$ cat src/rtl/bqf_pkg.sv
package bqf_pkg;

  // Field widths of the sample and coefficient words.
  localparam int SampleBits = 24;
  localparam int CoefBits   = 24;

  // Coefficients are Q2.x and the gain is Q4.x.
  localparam int CFrac = CoefBits - 2;
  localparam int GFrac = CoefBits - 4;

  // A full product, and an accumulator with headroom for five products and rounding.
  localparam int ProdBits = SampleBits + CoefBits;
  localparam int AccBits  = ProdBits + 3;

  localparam int CfgIdxBits = 3;

  localparam logic [CoefBits-1:0] GainReset = CoefBits'(1) << GFrac;
  localparam logic [AccBits-1:0]  AccRound  = AccBits'(1) << (CFrac - 1);
  localparam logic [AccBits-1:0]  GainRound = AccBits'(1) << (GFrac - 1);

  localparam logic signed [AccBits-1:0] SatMax =
      {{(AccBits - SampleBits + 1){1'b0}}, {(SampleBits - 1){1'b1}}};
  localparam logic signed [AccBits-1:0] SatMin =
      {{(AccBits - SampleBits + 1){1'b1}}, {(SampleBits - 1){1'b0}}};

  // Configuration register indexes.
  typedef enum logic [CfgIdxBits-1:0] {
    REG_B0   = 3'd0,
    REG_B1   = 3'd1,
    REG_B2   = 3'd2,
    REG_A1   = 3'd3,
    REG_A2   = 3'd4,
    REG_GAIN = 3'd5
  } bqf_reg_e;

  // Operand pair that the shared multiplier works on.
  typedef enum logic [2:0] {
    TERM_GAIN,
    TERM_B0,
    TERM_B1,
    TERM_B2,
    TERM_A1,
    TERM_A2
  } bqf_term_e;

  typedef enum logic [2:0] {
    ST_IDLE,
    ST_GAIN_MUL,
    ST_GAIN_RND,
    ST_MAC,
    ST_FLUSH,
    ST_FINISH
  } bqf_state_e;

  // Commands from the controller to the datapath.
  typedef struct packed {
    logic      load_x;
    logic      mul_en;
    bqf_term_e term;
    logic      gain_rnd;
    logic      acc_clr;
    logic      acc_add;
    logic      finish;
  } bqf_cmd_t;

  // Floor division is done by the caller; this clamps to the sample range.
  function automatic logic signed [SampleBits-1:0] sat_sample(
      input logic signed [AccBits-1:0] v);
    logic signed [SampleBits-1:0] r;
    if (v > SatMax) begin
      r = SatMax[SampleBits-1:0];
    end else if (v < SatMin) begin
      r = SatMin[SampleBits-1:0];
    end else begin
      r = v[SampleBits-1:0];
    end
    return r;
  endfunction

endpackage

$ cat src/rtl/bqf_in_if.sv
interface bqf_in_if;
  logic                                    valid;
  logic                                    ready;
  logic signed [bqf_pkg::SampleBits-1:0]  sample_in;

  modport source (output valid, output sample_in, input ready);
  modport sink (input valid, input sample_in, output ready);
endinterface

$ cat src/rtl/bqf_out_if.sv
interface bqf_out_if;
  logic                                    valid;
  logic                                    ready;
  logic signed [bqf_pkg::SampleBits-1:0]  sample_out;

  modport source (output valid, output sample_out, input ready);
  modport sink (input valid, input sample_out, output ready);
endinterface

$ cat src/rtl/biquad_bandpass_filter.sv
// Direct form I biquad on signed 24-bit words. Each input word is scaled by
// the Q4.20 gain, rounded and clamped, then filtered with the Q2.22
// coefficients b0, b1, b2, a1 and a2 (already normalized by a0); the output is
// rounded half up and saturated, and the clamped values are what the history
// keeps. One shared 24x24 multiplier with a wide accumulator does all six
// products in turn. A new word is accepted only after the previous one has
// reached the output register. A finished word waits in the output register
// while the next word is taken and computed. Coefficients must be written
// through the index/data port only while the filter is idle; the block itself
// does not enforce this. Writes to indexes 6 and 7 are ignored.
module biquad_bandpass_filter (
  input  logic                            clk_i,
  input  logic                            rst_ni,
  input  logic                            cfg_we_i,
  input  logic [bqf_pkg::CfgIdxBits-1:0]  cfg_idx_i,
  input  logic [bqf_pkg::CoefBits-1:0]    cfg_data_i,
  bqf_in_if.sink                          in_ch_i,
  bqf_out_if.source                       out_ch_o
);

  bqf_pkg::bqf_cmd_t cmd;

  // Sequencer for the shared multiply-accumulate.
  bqf_ctrl u_ctrl (
    .clk_i       (clk_i),
    .rst_ni      (rst_ni),
    .in_valid_i  (in_ch_i.valid),
    .in_ready_o  (in_ch_i.ready),
    .out_valid_o (out_ch_o.valid),
    .out_ready_i (out_ch_o.ready),
    .cmd_o       (cmd)
  );

  // Coefficients, history, multiplier and accumulator.
  bqf_datapath u_datapath (
    .clk_i        (clk_i),
    .rst_ni       (rst_ni),
    .cfg_we_i     (cfg_we_i),
    .cfg_idx_i    (cfg_idx_i),
    .cfg_data_i   (cfg_data_i),
    .cmd_i        (cmd),
    .sample_in_i  (in_ch_i.sample_in),
    .sample_out_o (out_ch_o.sample_out)
  );

endmodule

$ cat src/rtl/bqf_datapath.sv
module bqf_datapath (
  input  logic                                   clk_i,
  input  logic                                   rst_ni,
  input  logic                                   cfg_we_i,
  input  logic [bqf_pkg::CfgIdxBits-1:0]         cfg_idx_i,
  input  logic [bqf_pkg::CoefBits-1:0]           cfg_data_i,
  input  bqf_pkg::bqf_cmd_t                      cmd_i,
  input  logic signed [bqf_pkg::SampleBits-1:0]  sample_in_i,
  output logic signed [bqf_pkg::SampleBits-1:0]  sample_out_o
);

  logic signed [bqf_pkg::CoefBits-1:0]   b0_q, b1_q, b2_q, a1_q, a2_q, gain_q;
  logic signed [bqf_pkg::SampleBits-1:0] x_q, xg_q, x1_q, x2_q, y1_q, y2_q;
  logic signed [bqf_pkg::SampleBits-1:0] out_q;
  logic signed [bqf_pkg::SampleBits-1:0] mul_a;
  logic signed [bqf_pkg::CoefBits-1:0]   mul_b;
  logic signed [bqf_pkg::ProdBits-1:0]   prod_d, prod_q;
  logic                                  prod_neg_q;
  logic signed [bqf_pkg::AccBits-1:0]    prod_ext, acc_q, gain_sum;
  logic signed [bqf_pkg::SampleBits-1:0] xg_d, y_d;

  // Coefficient registers; writes to unknown indexes fall through.
  always_ff @(posedge clk_i or negedge rst_ni) begin
    if (!rst_ni) begin
      b0_q   <= '0;
      b1_q   <= '0;
      b2_q   <= '0;
      a1_q   <= '0;
      a2_q   <= '0;
      gain_q <= bqf_pkg::GainReset;
    end else if (cfg_we_i) begin
      unique case (cfg_idx_i)
        bqf_pkg::REG_B0:   b0_q   <= cfg_data_i;
        bqf_pkg::REG_B1:   b1_q   <= cfg_data_i;
        bqf_pkg::REG_B2:   b2_q   <= cfg_data_i;
        bqf_pkg::REG_A1:   a1_q   <= cfg_data_i;
        bqf_pkg::REG_A2:   a2_q   <= cfg_data_i;
        bqf_pkg::REG_GAIN: gain_q <= cfg_data_i;
        default: ;
      endcase
    end
  end

  // Operand select for the shared multiplier.
  always_comb begin
    unique case (cmd_i.term)
      bqf_pkg::TERM_GAIN: begin mul_a = x_q;  mul_b = gain_q; end
      bqf_pkg::TERM_B0:   begin mul_a = xg_q; mul_b = b0_q;   end
      bqf_pkg::TERM_B1:   begin mul_a = x1_q; mul_b = b1_q;   end
      bqf_pkg::TERM_B2:   begin mul_a = x2_q; mul_b = b2_q;   end
      bqf_pkg::TERM_A1:   begin mul_a = y1_q; mul_b = a1_q;   end
      bqf_pkg::TERM_A2:   begin mul_a = y2_q; mul_b = a2_q;   end
      default:            begin mul_a = x_q;  mul_b = gain_q; end
    endcase
  end

  assign prod_d = mul_a * mul_b;

  // Registered product; feedback terms are remembered as subtractions.
  always_ff @(posedge clk_i) begin
    if (cmd_i.mul_en) begin
      prod_q     <= prod_d;
      prod_neg_q <= (cmd_i.term == bqf_pkg::TERM_A1) || (cmd_i.term == bqf_pkg::TERM_A2);
    end
  end

  assign prod_ext = {{(bqf_pkg::AccBits - bqf_pkg::ProdBits){prod_q[bqf_pkg::ProdBits-1]}},
                     prod_q};

  // Scaled input: round half up, floor, then clamp.
  assign gain_sum = prod_ext + signed'(bqf_pkg::GainRound);
  assign xg_d     = bqf_pkg::sat_sample(gain_sum >>> bqf_pkg::GFrac);

  // Filter output from the accumulator, which already holds the rounding term.
  assign y_d = bqf_pkg::sat_sample(acc_q >>> bqf_pkg::CFrac);

  // Input word, scaled input, accumulator and output register.
  always_ff @(posedge clk_i) begin
    if (cmd_i.load_x) begin
      x_q <= sample_in_i;
    end
    if (cmd_i.gain_rnd) begin
      xg_q <= xg_d;
    end
    if (cmd_i.acc_clr) begin
      acc_q <= signed'(bqf_pkg::AccRound);
    end else if (cmd_i.acc_add) begin
      acc_q <= prod_neg_q ? (acc_q - prod_ext) : (acc_q + prod_ext);
    end
    if (cmd_i.finish) begin
      out_q <= y_d;
    end
  end

  // Filter history shifts once per finished word.
  always_ff @(posedge clk_i or negedge rst_ni) begin
    if (!rst_ni) begin
      x1_q <= '0;
      x2_q <= '0;
      y1_q <= '0;
      y2_q <= '0;
    end else if (cmd_i.finish) begin
      x2_q <= x1_q;
      x1_q <= xg_q;
      y2_q <= y1_q;
      y1_q <= y_d;
    end
  end

  assign sample_out_o = out_q;

endmodule

$ cat src/rtl/bqf_ctrl.sv
module bqf_ctrl (
  input  logic               clk_i,
  input  logic               rst_ni,
  input  logic               in_valid_i,
  output logic               in_ready_o,
  output logic               out_valid_o,
  input  logic               out_ready_i,
  output bqf_pkg::bqf_cmd_t  cmd_o
);

  bqf_pkg::bqf_state_e state_q, state_d;
  bqf_pkg::bqf_term_e  term_q, term_d;
  logic                out_valid_q, out_valid_d;
  logic                out_free;

  assign out_free = !out_valid_q || out_ready_i;

  // Next state and term counter.
  always_comb begin
    state_d = state_q;
    term_d  = term_q;
    unique case (state_q)
      bqf_pkg::ST_IDLE: begin
        if (in_valid_i) begin
          state_d = bqf_pkg::ST_GAIN_MUL;
        end
      end
      bqf_pkg::ST_GAIN_MUL: begin
        state_d = bqf_pkg::ST_GAIN_RND;
      end
      bqf_pkg::ST_GAIN_RND: begin
        state_d = bqf_pkg::ST_MAC;
        term_d  = bqf_pkg::TERM_B0;
      end
      bqf_pkg::ST_MAC: begin
        unique case (term_q)
          bqf_pkg::TERM_B0: term_d = bqf_pkg::TERM_B1;
          bqf_pkg::TERM_B1: term_d = bqf_pkg::TERM_B2;
          bqf_pkg::TERM_B2: term_d = bqf_pkg::TERM_A1;
          bqf_pkg::TERM_A1: term_d = bqf_pkg::TERM_A2;
          default: begin
            term_d  = bqf_pkg::TERM_B0;
            state_d = bqf_pkg::ST_FLUSH;
          end
        endcase
      end
      bqf_pkg::ST_FLUSH: begin
        state_d = bqf_pkg::ST_FINISH;
      end
      bqf_pkg::ST_FINISH: begin
        if (out_free) begin
          state_d = bqf_pkg::ST_IDLE;
        end
      end
      default: begin
        state_d = bqf_pkg::ST_IDLE;
      end
    endcase
  end

  // Datapath commands.
  always_comb begin
    cmd_o          = '0;
    cmd_o.term     = bqf_pkg::TERM_GAIN;
    in_ready_o     = 1'b0;
    unique case (state_q)
      bqf_pkg::ST_IDLE: begin
        in_ready_o   = 1'b1;
        cmd_o.load_x = in_valid_i;
      end
      bqf_pkg::ST_GAIN_MUL: begin
        cmd_o.mul_en = 1'b1;
      end
      bqf_pkg::ST_GAIN_RND: begin
        cmd_o.gain_rnd = 1'b1;
        cmd_o.acc_clr  = 1'b1;
      end
      bqf_pkg::ST_MAC: begin
        cmd_o.mul_en  = 1'b1;
        cmd_o.term    = term_q;
        cmd_o.acc_add = (term_q != bqf_pkg::TERM_B0);
      end
      bqf_pkg::ST_FLUSH: begin
        cmd_o.acc_add = 1'b1;
      end
      bqf_pkg::ST_FINISH: begin
        cmd_o.finish = out_free;
      end
      default: ;
    endcase
  end

  // Output word valid flag: set by a finished word, cleared when taken.
  always_comb begin
    out_valid_d = out_valid_q;
    if (cmd_o.finish) begin
      out_valid_d = 1'b1;
    end else if (out_ready_i) begin
      out_valid_d = 1'b0;
    end
  end

  always_ff @(posedge clk_i or negedge rst_ni) begin
    if (!rst_ni) begin
      state_q     <= bqf_pkg::ST_IDLE;
      term_q      <= bqf_pkg::TERM_B0;
      out_valid_q <= 1'b0;
    end else begin
      state_q     <= state_d;
      term_q      <= term_d;
      out_valid_q <= out_valid_d;
    end
  end

  assign out_valid_o = out_valid_q;

`ifndef SYNTH
  a_finish_sets_valid: assert property (@(posedge clk_i) disable iff (!rst_ni)
      cmd_o.finish |=> out_valid_q)
    else $error("finished word did not raise output valid");

  a_no_overwrite: assert property (@(posedge clk_i) disable iff (!rst_ni)
      cmd_o.finish |-> (!out_valid_q || out_ready_i))
    else $error("output word overwritten before it was taken");

  a_accept_starts: assert property (@(posedge clk_i) disable iff (!rst_ni)
      (in_valid_i && in_ready_o) |=> (state_q == bqf_pkg::ST_GAIN_MUL))
    else $error("accepted word did not start the gain multiply");

  a_flush_after_mac: assert property (@(posedge clk_i) disable iff (!rst_ni)
      (state_q == bqf_pkg::ST_FLUSH) |-> ($past(state_q) == bqf_pkg::ST_MAC))
    else $error("accumulator flush without a preceding multiply pass");
`endif

endmodule

$ cat src/flat_wrapper.sv
// flat-port wrapper written by rule: the top's interface ports become plain ports
module biquad_bandpass_filter_flat 
  (clk_i, rst_ni, cfg_we_i, cfg_idx_i, cfg_data_i, in_ch_i_valid, in_ch_i_sample_in, in_ch_i_ready, out_ch_o_valid, out_ch_o_sample_out, out_ch_o_ready);
  bqf_in_if in_ch_i_i ();
  bqf_out_if out_ch_o_i ();
  input  logic clk_i;
  input  logic rst_ni;
  input  logic cfg_we_i;
  input  logic [bqf_pkg::CfgIdxBits-1:0] cfg_idx_i;
  input  logic [bqf_pkg::CoefBits-1:0] cfg_data_i;
  input wire logic [$bits(in_ch_i_i.valid)-1:0] in_ch_i_valid;
  input wire logic [$bits(in_ch_i_i.sample_in)-1:0] in_ch_i_sample_in;
  output wire logic [$bits(in_ch_i_i.ready)-1:0] in_ch_i_ready;
  output wire logic [$bits(out_ch_o_i.valid)-1:0] out_ch_o_valid;
  output wire logic [$bits(out_ch_o_i.sample_out)-1:0] out_ch_o_sample_out;
  input wire logic [$bits(out_ch_o_i.ready)-1:0] out_ch_o_ready;
  assign in_ch_i_i.valid = in_ch_i_valid;
  assign in_ch_i_i.sample_in = in_ch_i_sample_in;
  assign in_ch_i_ready = in_ch_i_i.ready;
  assign out_ch_o_valid = out_ch_o_i.valid;
  assign out_ch_o_sample_out = out_ch_o_i.sample_out;
  assign out_ch_o_i.ready = out_ch_o_ready;
  biquad_bandpass_filter u_core (.clk_i(clk_i), .rst_ni(rst_ni), .cfg_we_i(cfg_we_i), .cfg_idx_i(cfg_idx_i), .cfg_data_i(cfg_data_i), .in_ch_i(in_ch_i_i), .out_ch_o(out_ch_o_i));
endmodule
$ cat config.mk
export PLATFORM = sky130hd
export DESIGN_NAME = biquad_bandpass_filter_flat
export DESIGN_NICKNAME = d
export VERILOG_FILES = /design/src/rtl/bqf_pkg.sv /design/src/rtl/bqf_in_if.sv /design/src/rtl/bqf_out_if.sv /design/src/rtl/biquad_bandpass_filter.sv /design/src/rtl/bqf_datapath.sv /design/src/rtl/bqf_ctrl.sv /design/src/flat_wrapper.sv
export SDC_FILE = /design/constraint.sdc
export NUM_CORES = 2
export LEC_CHECK = 0
export BUFFER_PORTS_ARGS = -buffer_cell sky130_fd_sc_hd__buf_2
export CAP_MARGIN = 20
export CORE_MARGIN = 4
export CORE_UTILIZATION = 40
export DETAILED_ROUTE_END_ITERATION = 10
export PLACE_DENSITY_LB_ADDON = 0.3
export SYNTH_ARGS = -nofsm -noshare
export SYNTH_HDL_FRONTEND = slang
export SYNTH_SLANG_ARGS = --single-unit
$ cat constraint.sdc
create_clock -name clk_i -period 24.5 [get_ports clk_i]
set_clock_uncertainty 0.2 [all_clocks]
set_input_delay 2.45 -clock clk_i [delete_from_list [all_inputs] [get_ports clk_i]]
set_output_delay 2.45 -clock clk_i [all_outputs]
set_load 0.03 [all_outputs]
## After elaboration in Yosys (flattened, before gate mapping)

Cells that the tools add are included.

| word-level totals | value |
|---|---|
| flip-flop bits (word level) | 419 |
| output and inout port bits | 26 |
| bits of input ports | 56 |

| operators by class | value |
|---|---|
| multiplexer cells | 21 |
| reduce and logical (&&, ||, !) cells | 16 |
| multiply operators | 1 |
| eq/ne operators | 23 |
| magnitude comparators | 4 |
| add/subtract/negate cells | 3 |

Operators with widths:

| cell | count |
|---|---|
| 24-bit case mux with 5 select lines | 2 |
| 24-bit 2-to-1 mux | 3 |
| 29-bit by 24-bit > comparator with 1-bit output (second input constant) | 2 |
| 29-bit by 24-bit less-than comparator with 1-bit output (second input constant) | 2 |
| 51-bit by 48-bit adder with 51-bit output | 1 |
| 51-bit 2-to-1 mux | 1 |
| 51-bit by 48-bit subtractor with 51-bit output | 1 |
| 48-bit by 21-bit adder with 49-bit output (second input constant) | 1 |
| 24-bit by 24-bit multiplier with 48-bit output | 1 |
| 3-bit by 2-bit == test with 1-bit output (second input constant) | 8 |
| 3-bit == test (second input constant) | 7 |
| 3-bit case mux with 6 select lines | 1 |
| 3-bit by 1-bit == test with 1-bit output (second input constant) | 4 |
| 3-bit 2-to-1 mux | 4 |
| 3-bit case mux with 4 select lines | 1 |
| 2-bit AND reduction | 6 |
| 3-bit zero test | 2 |
| 1-bit 2-to-1 mux | 6 |
| 2-bit != test (second input constant) | 3 |
| 3-bit case mux with 2 select lines | 1 |
| 2-bit nonzero test | 2 |
| 4-bit OR reduction | 1 |
| 3-bit by 1-bit != test with 1-bit output (second input constant) | 1 |
| 3-bit AND reduction | 1 |
| other kinds (5) | 6 |

## Logic depth before layout (Yosys ltp)

| logic depth | value |
|---|---|
| depth in word-level cells | 5 |
| mapped depth | 36 |
| mapped depth without buffers | 33 |

## By module

From an unflattened synthesis, not the netlist that was laid out.

| second synthesis, totals | value |
|---|---|
| cells, all modules | 4,198 |
| area, all modules | 42,041.6 um^2 |

Modules (own cells, without submodules):

| module | cells an instance | times used | area an instance (um^2) |
|---|---|---|---|
| bqf_datapath | 4,149 | 1 | 41,601.1 |
| bqf_ctrl | 49 | 1 | 440.4 |

## Worst setup path after synthesis

OpenSTA, ideal clock, no wires.

| path | value |
|---|---|
| kind | flip-flop to flip-flop |
| start | register u_core.u_ctrl.state_q[2] |
| end | register u_core.u_datapath.prod_q[47] (netlist name), data pin |
| library setup time | 0.260 ns |
| path buffers | 4 |
| arrival time | 11.142 ns |
| cell stages (with the launch flop) | 32 |
| path slack | 12.898 ns |
| required time | 24.040 ns |
| cells stage by stage | dfrtp_1 > nor2b_1 > nand2_1 > nor3_1 > clkbuf_1 > clkbuf_1 > a22oi_1 > nand2_1 > a211o_1 > clkbuf_1 > nand2_1 > fa_1 > fa_1 > inv_1 > fa_1 > fa_1 > fa_1 > fa_1 > inv_1 > fa_1 > inv_1 > ha_1 > clkbuf_1 > a21o_1 > a21o_1 > a21oi_1 > nor2b_1 > o21a_1 > o21a_1 > a311o_1 > a21oi_2 > xnor2_1 |

| between the ends | value |
|---|---|
| longest elaborated chain between the ends | 5 |
| elaborated cells on any way between the ends | 10 |
| classes of those cells | mul (1); eq/ne (6); mux (3) |

Ends and longest elaborated chain:

| item | RTL line | text |
|---|---|---|
| from (decl) | bqf_ctrl.sv:11 | `bqf_pkg::bqf_state_e state_q, state_d;` |
| from (signal assigned) | bqf_ctrl.sv:105 | `state_q <= bqf_pkg::ST_IDLE;` |
| from (signal assigned) | bqf_ctrl.sv:109 | `state_q <= state_d;` |
| 3-bit by 2-bit == test with 1-bit output (*) | bqf_ctrl.sv:66 | `unique case (state_q)` |
| 3-bit 2-to-1 mux (*) | bqf_ctrl.sv:66 |  |
| 3-bit == test (tied with other cells) | bqf_datapath.sv:46 | `unique case (cmd_i.term)` |
| 24-bit case mux with 5 select lines | bqf_datapath.sv:46 |  |
| 24-bit by 24-bit multiplier with 48-bit output (*) | bqf_datapath.sv:57 | `assign prod_d = mul_a * mul_b;` |
| named net u_core.u_datapath.prod_d (one bit) | bqf_datapath.sv:17 | `logic signed [bqf_pkg::ProdBits-1:0] prod_d, prod_q;` |
| to (signal assigned) | bqf_datapath.sv:62 | `prod_q <= prod_d;` |
| to (decl) | bqf_datapath.sv:17 |  |

Mark *: on every way through the listed nets, which the timed path passes. The rest lies on a longest branch.
A chain may end at the register's enable or synchronous reset.

## Worst setup path after layout

| path | value |
|---|---|
| start | register u_core.u_ctrl.state_q[0] |
| end | register u_core.u_datapath.prod_q[45] (netlist name), data pin |

Same word-level chain as after synthesis.

==> results_tabular.tex <==
\begin{tabular}{lr}
\hline
Metric & Value \\
\hline
\multicolumn{2}{l}{\textbf{Global routing}} \\
Pin count of the biggest net entering global routing & 117 \\
Grt ovf & 0 \\
Number of global-route vias before repair & 30,660 \\
Antenna violations before repair & 1 \\
All-Layer GR Usage & 22.38\% \\
Global-route wire length before repair & 186,200 um \\
\multicolumn{2}{l}{\textbf{Final layout}} \\
Number of nets in the finished design & about 5,100 \\
Cell area after layout & about 45,000 sq um \\
Number of filler cells placed in the layout & between 9,000 and 10,000 \\
Register bank with the most flops & u\_core.u\_datapath.acc\_q \\
Largest registers & u\_core.u\_datapath.acc\_q: 51 flops, u\_core.u\_datapath.prod\_q: 48 flops \\
Count of antenna diodes in the layout & 0 \\
Non-filler cells in the finished layout & $\sim$5,600 \\
Number of flip-flops in the largest register & 51 \\
Synthesis-to-finish area growth & 8.895\% \\
Share of final-layout standard cells stronger than drive strength 1 & 12.44\% \\
\multicolumn{2}{l}{\textbf{STA}} \\
Tightest Pin Transition & 1.125 ns \\
Relative slew slack & 24.73\% \\
Setup repair after global routing missed its margin & false \\
Final number of hold-violating endpoints & 0 \\
Accumulated negative setup slack & 0 ns \\
Clock period minus final worst setup slack & 11.53 ns \\
Final count of pins violating max slew & 0 \\
Max Clock Freq & 86.70 MHz \\
Period Utilization, post-route & approximately 47\% \\
Final setup violation count & 0 \\
\multicolumn{2}{l}{\textbf{Routing}} \\
Iter 0 DRT Violations & 2,352 \\
Average wire per standard cell & 21.57 um \\
DR pass1 iterations & 7 \\
WL final & 121,300 um \\
Post-detailed-route via-to-cell ratio & 5.399 \\
Vias after detailed routing & 30,360 \\
Residual DRC count & 0 \\
Remaining number of nets flagged by the antenna check after routing & 0 \\
\multicolumn{2}{l}{\textbf{Yosys}} \\
Post-synthesis instance area & 41,650 sq um \\
Post-Syn Area per Cell & 9.905 sq um \\
Synth Instances & 4,205 \\
Asr flop ratio synth & 58.95\% \\
Share of synthesized area occupied by flip-flops and latches & 26.02\% \\
Most common flop cell mapped by yosys & sky130\_fd\_sc\_hd\_\_dfrtp\_1 \\
Most instantiated library cell after synthesis & sky130\_fd\_sc\_hd\_\_inv\_1 \\
Total of flip-flops plus latches after synthesis & $\sim$420 \\
Nets in the synthesized netlist & 5,056 \\
YS warnings & 0 \\
Proportion of netlist area held by the largest area contributor & 29.22\% \\
Distinct cell type count of the synthesized netlist & 76 \\
Synth area leaders & sky130\_fd\_sc\_hd\_\_fa\_1 (29\%), sky130\_fd\_sc\_hd\_\_dfrtp\_1 (15\%), sky130\_fd\_sc\_hd\_\_edfxtp\_1 (8.7\%), sky130\_fd\_sc\_hd\_\_mux2\_2 (6.5\%), sky130\_fd\_sc\_hd\_\_inv\_1 (6.2\%) \\
Most instantiated cells after synthesis & sky130\_fd\_sc\_hd\_\_inv\_1 (691), sky130\_fd\_sc\_hd\_\_fa\_1 (608), sky130\_fd\_sc\_hd\_\_nand2\_1 (557) \\
Biggest area consumer among synthesized cells & sky130\_fd\_sc\_hd\_\_fa\_1 \\
Number of flops mapped to enable cells by yosys & 121 \\
\multicolumn{2}{l}{\textbf{Critical path}} \\
Setup slack of the worst register-to-register path & 12.97 ns \\
Worst Setup End Kind & flop \\
Crit path kind & reg -> reg \\
CP startpoint kind & flop \\
Slowest cell delay on critical path & 0.69 ns \\
Slowest cell on the critical path & sky130\_fd\_sc\_hd\_\_nand2\_1 \\
Highest fanout seen on the critical path & 50 \\
Critical Path RT & between 20 and 25 ns \\
CP arrival & 11.67 ns \\
Cell repeated most along the worst path & sky130\_fd\_sc\_hd\_\_fa\_1 \\
\multicolumn{2}{l}{\textbf{Clocking}} \\
Clock sink total & 419 \\
Source-to-sink clock delay at the later pin of the worst-skew pair & 0.61 ns \\
Root buffer cell & sky130\_fd\_sc\_hd\_\_clkbuf\_16 \\
Hold-fix buffers at CTS & 0 \\
Cts bufs inserted & 44 \\
CTS tree & built \\
Clock-pin transition on the worst setup and hold timing paths & $\sim$0.070 ns \\
H-tree depth reported by CTS & 2 \\
Number of gates resized after CTS & 0 \\
Setup repair bufs after CTS & 0 \\
Buffer depth of the longest clock path & 3 \\
\multicolumn{2}{l}{\textbf{Place}} \\
Post-detailed-placement half-perimeter wirelength & 92,180 um \\
Number of buffers inserted by port buffering & 81 \\
Post-Place Cell Area & 43,820 sq um \\
Dpl cells & 5,541 \\
RePlAce Congestion & 0.9427 \\
\multicolumn{2}{l}{\textbf{Floorplan}} \\
Die ar. & 109,400 sq um \\
Core region area & 103,500 sq um \\
Die extent in y & about 330 um \\
I/O pin cnt & roughly 80 \\
Initial Utilization & 40.24\% \\
Placement Rows & 118 \\
Die Span X & $\sim$330 um \\
\multicolumn{2}{l}{\textbf{Status}} \\
Run status & complete, no violations \\
\multicolumn{2}{l}{\textbf{Job}} \\
Number of max-cap violations & 0 \\
\multicolumn{2}{l}{\textbf{Worst hold path}} \\
Hold/Removal Path Class & reg -> reg \\
\hline
\end{tabular}
==> layer usage <==
metal | vias to the layer above | share of wire (%) | track usage (%) | wire (um)
met5 | - | 0 | 0 | 0
met4 | 0 | 3.9 | 7.924 | 4782
met3 | 232 | 7.7 | 4.381 | 9374
met2 | 1078 | 46 | 35.44 | 55430
met1 | 15570 | 43 | 30.76 | 51720
li1 | 13480 | - | - | -
==> final timing paths <==
check,end,cells after the start,startpoint
setup / recovery,u_core.u_datapath.prod_q[45],33,u_core.u_ctrl.state_q[0]
hold / removal,u_core.u_datapath.acc_q[3],2,u_core.u_datapath.acc_q[3]
setup reg to reg,u_core.u_datapath.prod_q[45],33,u_core.u_ctrl.state_q[0]
hold reg to reg,u_core.u_datapath.acc_q[3],2,u_core.u_datapath.acc_q[3]
max in group asynchronous,u_core.u_datapath.a2_q[21],3,rst_ni
min in group asynchronous,u_core.u_datapath.y2_q[2],1,rst_ni
==> kinds of logic after synthesis <==
group | share of synthesized area, %
muxes | 7.714
AOI/OAI and AO/OA | 9.117
buffers and inverters | 8.021
and+or+nand+nor | 10.84
DFF | 26.02
xor gates and xnor gates | 3.449
adders and majority gates | 34.84
==> layout make-up <==
type	count	area, sq um	share of cell area [%]
Tap cell	1380	1727	3.807
Inverter	691	2594	5.719
Multi-Input combinational cell	2898	27700	61.07
Clock inverter	26	331.6	0.7310
Timing Repair Buffer	155	994.7	2.193
Sequential cell	419	10840	23.90
Clock buffer	54	1169	2.577
==> stage by stage <==
stage          util [%]  setup slack, ns  hold WS, ns
6_report          43.82            12.97       0.2565
5_1_grt           43.82            12.41       0.2737
4_1_cts           43.79            13.01       0.2603
3_5_place_dp      42.34            13.05       0.2494
3_3_place_gp      42.34            13.18       0.2428
2_1_floorplan         -            12.90       0.2362
==> cell usage in the layout, fill, tap and decap left out, types with 32 or more instances in the layout <==
master / instances
sky130_fd_sc_hd__mux2i_1: 51
sky130_fd_sc_hd__a21oi_1: 219
sky130_fd_sc_hd__dfrtp_1: 245
sky130_fd_sc_hd__fa_1: 608
sky130_fd_sc_hd__edfxtp_1: 121
sky130_fd_sc_hd__ha_1: 187
sky130_fd_sc_hd__clkbuf_16: 44
sky130_fd_sc_hd__a211o_1: 32
sky130_fd_sc_hd__mux2_2: 240
sky130_fd_sc_hd__buf_4: 72
sky130_fd_sc_hd__nand2_1: 557
sky130_fd_sc_hd__xnor2_1: 122
sky130_fd_sc_hd__dfxtp_1: 51
sky130_fd_sc_hd__o21ai_0: 74
sky130_fd_sc_hd__buf_2: 80
sky130_fd_sc_hd__nor2_1: 297
sky130_fd_sc_hd__nand3_1: 39
sky130_fd_sc_hd__a21o_1: 72
sky130_fd_sc_hd__inv_1: 690
sky130_fd_sc_hd__xor2_1: 42
==> critical path: cells and delay by family, from the launching register on <==
family,cells,cell delay [ns]
buffers and inverters,8,1.86
XOR/XNOR,1,0.16
AO/OA/AOI/OAI,9,2.69
adder cells (fa/ha/maj),8,3.89
flip-flops,1,0.52
AND/OR/NAND/NOR,7,1.87
Power is left out: the tool's default activity adds up to more than one toggle a clock period on the data nets, which glitch-free logic cannot reach.
